<file path="config.mk">
export PLATFORM = sky130hd
export DESIGN_NAME = slt_div
export DESIGN_NICKNAME = d
export VERILOG_FILES = /design/src/hw/rtl/slt_pkg.sv /design/src/hw/rtl/slt_div.sv
export SDC_FILE = /design/constraint.sdc
export NUM_CORES = 1
export LEC_CHECK = 0
export ABC_AREA = 0
export BUFFER_PORTS_ARGS = -buffer_cell sky130_fd_sc_hd__buf_2
export CORE_MARGIN = 4
export CORE_UTILIZATION = 55
export DETAILED_ROUTE_END_ITERATION = 8
export GPL_ROUTABILITY_DRIVEN = 0
export PLACE_DENSITY = 0.77
export SLEW_MARGIN = 25
export SYNTH_ARGS = -nofsm -noshare
export SYNTH_HDL_FRONTEND = slang
export SYNTH_SLANG_ARGS = --single-unit
</file>
<file path="constraint.sdc">
create_clock -name i_clk -period 9.2 [get_ports i_clk]
set_input_delay 0.46 -clock i_clk [delete_from_list [all_inputs] [get_ports i_clk]]
set_output_delay 0.46 -clock i_clk [all_outputs]
set_load 0.1 [all_outputs]
</file>
<file path="src/hw/rtl/slt_pkg.sv">
`timescale 1ns / 1ps
package slt_pkg;

    localparam int MAX_ROWS    = 1024;
    localparam int MAX_ENTRIES = 8192;
    localparam int VALUE_BITS  = 32;
    localparam int ROW_AW      = $clog2(MAX_ROWS);
    localparam int ENT_AW      = $clog2(MAX_ENTRIES);
    localparam int START_W     = ENT_AW + 1;
    localparam int START_AW    = ROW_AW + 1;
    localparam int SIZE_W      = ROW_AW + 1;
    localparam int ACC_W       = 2 * VALUE_BITS;
    localparam int NUM_MAG_W   = ACC_W - 1;
    localparam int DIV_STEPS   = NUM_MAG_W + 16;
    localparam int QUOT_W      = VALUE_BITS + 2;
    localparam int COUNT_MAX   = MAX_ROWS - 1;

    localparam logic [2:0] CMD_ROW_ENTRY = 3'd0;
    localparam logic [2:0] CMD_COL_ENTRY = 3'd1;
    localparam logic [2:0] CMD_RHS       = 3'd2;
    localparam logic [2:0] CMD_SOLVE     = 3'd3;
    localparam logic [2:0] CMD_READ      = 3'd4;

    localparam logic KIND_REPORT = 1'b0;
    localparam logic KIND_READ   = 1'b1;

    localparam logic [1:0] ST_OK        = 2'd0;
    localparam logic [1:0] ST_ZERO_DIAG = 2'd1;
    localparam logic [1:0] ST_SATURATED = 2'd2;
    localparam logic [1:0] ST_UNSOLVED  = 2'd3;

    typedef struct packed {
        logic [2:0]                   command;
        logic [ROW_AW-1:0]            row_index;
        logic [ROW_AW-1:0]            col_index;
        logic signed [VALUE_BITS-1:0] value;
    } t_cmd;

    typedef struct packed {
        logic                         kind;
        logic signed [VALUE_BITS-1:0] data;
        logic [1:0]                   status;
        logic [SIZE_W-1:0]            solved_count;
    } t_res;

    typedef struct packed {
        logic              done;
        logic              ovf;
        logic [QUOT_W-1:0] quot;
    } t_div_res;

    typedef enum logic [4:0] {
        S_CLEAR, S_IDLE, S_SWEEP_RD, S_SWEEP_WR, S_POP, S_POPW, S_ROW,
        S_ENT, S_ENTW, S_XW, S_ACC, S_DIAGW, S_NUM, S_DIV, S_UPD,
        S_DEP, S_DEPW, S_PENDW, S_DONE, S_READW
    } t_state;

    function automatic logic signed [ACC_W-1:0] clamp_acc(input logic signed [ACC_W:0] a);
        logic signed [ACC_W:0] lim;
        lim = (ACC_W+1)'(1) <<< (ACC_W - 2);
        if (a > lim) begin
            return lim[ACC_W-1:0];
        end else if (a < -lim) begin
            lim = -lim;
            return lim[ACC_W-1:0];
        end
        return a[ACC_W-1:0];
    endfunction

endpackage

</file>
<file path="src/hw/rtl/slt_div.sv">
`timescale 1ns / 1ps
module slt_div (
    input  logic                                 i_clk,
    input  logic                                 i_rst_n,
    input  logic                                 i_start,
    input  logic [slt_pkg::NUM_MAG_W-1:0]        i_num,
    input  logic [slt_pkg::VALUE_BITS-1:0]       i_den,
    output slt_pkg::t_div_res                    o_res
);
    localparam int DW = slt_pkg::DIV_STEPS;
    localparam int CW = $clog2(DW + 1);

    logic                               r_busy;
    logic [CW-1:0]                      r_cnt;
    logic [DW-1:0]                      r_dvd;
    logic [slt_pkg::VALUE_BITS-1:0]     r_den;
    logic [slt_pkg::VALUE_BITS-1:0]     r_rem;
    logic [slt_pkg::QUOT_W-1:0]         r_quot;
    logic                               r_ovf;
    logic                               r_done;
    logic [slt_pkg::VALUE_BITS:0]       rem_sh;
    logic [slt_pkg::VALUE_BITS:0]       rem_sub;
    logic                               take;

    // restoring division, one quotient bit per cycle
    assign rem_sh  = {r_rem, r_dvd[DW-1]};
    assign rem_sub = rem_sh - {1'b0, r_den};
    assign take    = rem_sh >= {1'b0, r_den};

    always_ff @(posedge i_clk) begin
        if (!i_rst_n) begin
            r_busy <= 1'b0;
            r_done <= 1'b0;
        end else begin
            r_done <= 1'b0;
            if (i_start) begin
                r_busy <= 1'b1;
                r_cnt  <= CW'(DW);
                r_dvd  <= {i_num, 16'b0};
                r_den  <= i_den;
                r_rem  <= '0;
                r_quot <= '0;
                r_ovf  <= 1'b0;
            end else if (r_busy) begin
                r_rem  <= take ? rem_sub[slt_pkg::VALUE_BITS-1:0]
                               : rem_sh[slt_pkg::VALUE_BITS-1:0];
                r_dvd  <= {r_dvd[DW-2:0], 1'b0};
                r_quot <= {r_quot[slt_pkg::QUOT_W-2:0], take};
                r_ovf  <= r_ovf | r_quot[slt_pkg::QUOT_W-1];
                r_cnt  <= r_cnt - 1'b1;
                if (r_cnt == CW'(1)) begin
                    r_busy <= 1'b0;
                    r_done <= 1'b1;
                end
            end
        end
    end

    assign o_res.done = r_done;
    assign o_res.ovf  = r_ovf;
    assign o_res.quot = r_quot;
endmodule

</file>
==> results.cfg <==
[run_status]
status = finished, final reports clean

[critical_path]
rr_endpoint = r_rem[28]
cp.arrival_ps = 3860
r2r_setup_slack_ps = 5490
setup.worst_path.class = flip-flop to flip-flop
crit_fanout = 20
cp-end-kind = flip-flop
cp-start-kind = flip-flop
cp.required_ps = 9350
r2r-start = r_rem[3]
reg2regPathDepth = 11

[power_and_ir_drop]
leakagePower_nw = 4.04
ir_drop_mv = 0.133
p_per_area_nw_per_um2 = 206

[timing]
timing.hold.ws_ps = 210
fin_skew_ps = 9.19
hold_viol = 0
finalSetupViolations = 0
slew_violations = 0
grt_setup_unrepaired = no
max-slew-margin-rel_pct = 38.6
fin_crit_sh_pct = 40.3
finalSetupTns_ps = 0
fmax_mhz = 270
tightest_slew_ps = 921
period_minus_slack_ps = 3710

[min_path]
hold_class = input port to flip-flop
holdCritStartpoint = i_den[2]
hold_path_depth = 1
holdPathEnd = r_den[2]

[logic_synthesis]
synth_cells = 663
ys.warnings.count = 0
syn_nets = 796
synth_most_common_cell = edfxtp_1
syn_area_per_cell_um2 = 13.1
yosysUniqueCellTypes = 55
synth-edff-count = 169
synth_top_flop_cell = edfxtp_1
ys_ff_latch = 171
async_flop_share_pct = 0
synth_common_cells = edfxtp_1, mux2_2, nor2_1
ys_seq_area_share_pct = 59.0
yosysTopAreaCellShare_pct = 58.6
synth.top_cells.by_area = edfxtp_1, mux2_2, ha_1
synth_top_cell_by_area = edfxtp_1
syn_area_um2 = 8670

[placed_design]
dp_hpwl_um = 11200
port_buffers = 133
dpl.cell_count = 981

[route]
dr_total_vias = 5435
drcViolationCount = 0
avgViaCountPerCell = 5.37
antenna_left = 0
drt_first_pass_iters = 4
detail_route.wl_per_cell_um = 16.3
first_iter_violations = 285
drt-total-wl_um = 16500

[floorplanning]
fp.dieH_um = 134
dieArea_um2 = 17800
dieWidth_um = 134
core-area_um2 = 15300
boundaryPins = 134
start_util_pct = 56.6
rows = 45

[cells_and_area]
finalNetCount = 922
antenna_cells = 0
num-fill-cells = 1212
fin_cells = 1013
drive_above_1_share_pct = 30.0
area_growth_pct = 16.1

[clock_tree]
insertion_delay_ps = 420
clk_pin_slew_worst_paths_ps = 70
cts_sinks = 171
postCtsHoldBufs = 0
cts_htree_levels = 4
cts_buffers = 17
cts_tree = done
cts_root_buf = clkbuf_16
postCtsSetupRepairBufs = 0
cts_resized = 0
cts_buffer_depth = 2

[grt]
grt_pass1_vias = 5594
grt_overflow = 0
antenna_found_initial = 4
grt_max_degree = 97
grt_pass1_wl_um = 26900
grtUsageTotal_pct = 18.8

[flow_run]
maxCapViolCount = 0
==> state kept, by name, indices dropped and copies added, names as in the netlist <==
name,count
r_dvd,63
r_quot,34
r_done,1
r_busy,1
r_den,32
r_rem,32
r_ovf,1
r_cnt,7
==> placed cells by master, fill, tap and decap left out, types with 3 or more instances in the layout <==
cell type    n
edfxtp_1   169
buf_2      132
mux2_2      62
nor2_1      47
nor2b_1     44
inv_1       39
ha_1        34
a21oi_1     32
mux2i_1     28
nand2_1     27
xnor2_1     19
clkbuf_16   17
xor2_1      14
a21o_1      14
o21ai_0     11
nand2b_1    11
nand4_1      7
o21a_1       6
and3_1       5
nand3_1      5
clkinv_4     5
a31oi_1      4
nor3_1       4
a211oi_1     4
o21bai_1     4
buf_4        4
a211oi_2     3
and2_1       3
nor4_1       3
inv_8        3
==> report_power, final <==
part	leakage (nW)	internal (mW)	total, mW	switching [mW]
sequential	1.64	0.931	0.953	0.0218
combinational	2.13	0.170	0.442	0.272
clock	0.272	0.357	0.681	0.324
total	4.04	1.46	2.08	0.618
==> per-stage QoR <==
| step | utilization (%) | total power, mW | area, µm² | setup WS, ps |
|---|---|---|---|---|
| after floorplan | - | 1.32 | 8670 | 4650 |
| after global placement | 62.0 | 1.40 | 9490 | 5620 |
| after detailed placement | 62.0 | 1.41 | 9490 | 5510 |
| after CTS | 65.7 | 2.09 | 10100 | 5470 |
| after global routing | 65.7 | 2.17 | 10100 | 5240 |
| final | 65.7 | 2.08 | 10100 | 5490 |
==> worst max path at each step <==
stage	startpoint	endpoint	slack, ps
CTS	r_rem[3]	r_rem[28]	5470
global placement	r_rem[1]	r_rem[4]	5620
finish	r_rem[3]	r_rem[28]	5490
global route	r_rem[3]	r_rem[26]	5240
floorplan	i_start	r_cnt[0]	4650
detailed placement	r_rem[1]	r_rem[28]	5510
==> worst max-delay path, cell delays in order, from the launching register on <==
cell,delay [ps]
edfxtp_1,390
ha_1,360
a21oi_1,220
nand2_1,100
o21ai_1,260
a211o_1,210
o21a_1,190
o211ai_2,140
a41oi_4,780
buf_4,440
mux2i_1,260
nor2_1,50
==> final cells by class <==
class,instances,area [µm²],area share [%]
clock buffers,17,425,4.23
clock inverters,15,143,1.42
multi-input cells,423,3270,32.5
repair buffers,137,702,6.98
well taps,211,264,2.62
inverters,39,146,1.45
flip-flops and latches,171,5110,50.8
==> routing by layer <==
metal	global-route usage (%)	wire length (µm)	vias to the layer above
met3	6.87	1060	28
met1	23.1	7000	2603
met5	0	40	-
met4	5.71	272	8
li1	-	-	2672
met2	31.2	8090	124
==> cells by family (layout without fill, tap and decap cells) <==
family	count (synthesis)	count (layout)	share of synthesized area, %
buffers and inverters	69	208	3.36
DFF	171	171	59.0
AOI/OAI and AO/OA	100	100	8.03
muxes	90	90	11.3
adders and majority gates	35	35	5.14
and+or+nand+nor	165	165	9.83
xor gates and xnor gates	33	33	3.33
Note: power is estimated with default switching activity, not from simulation.
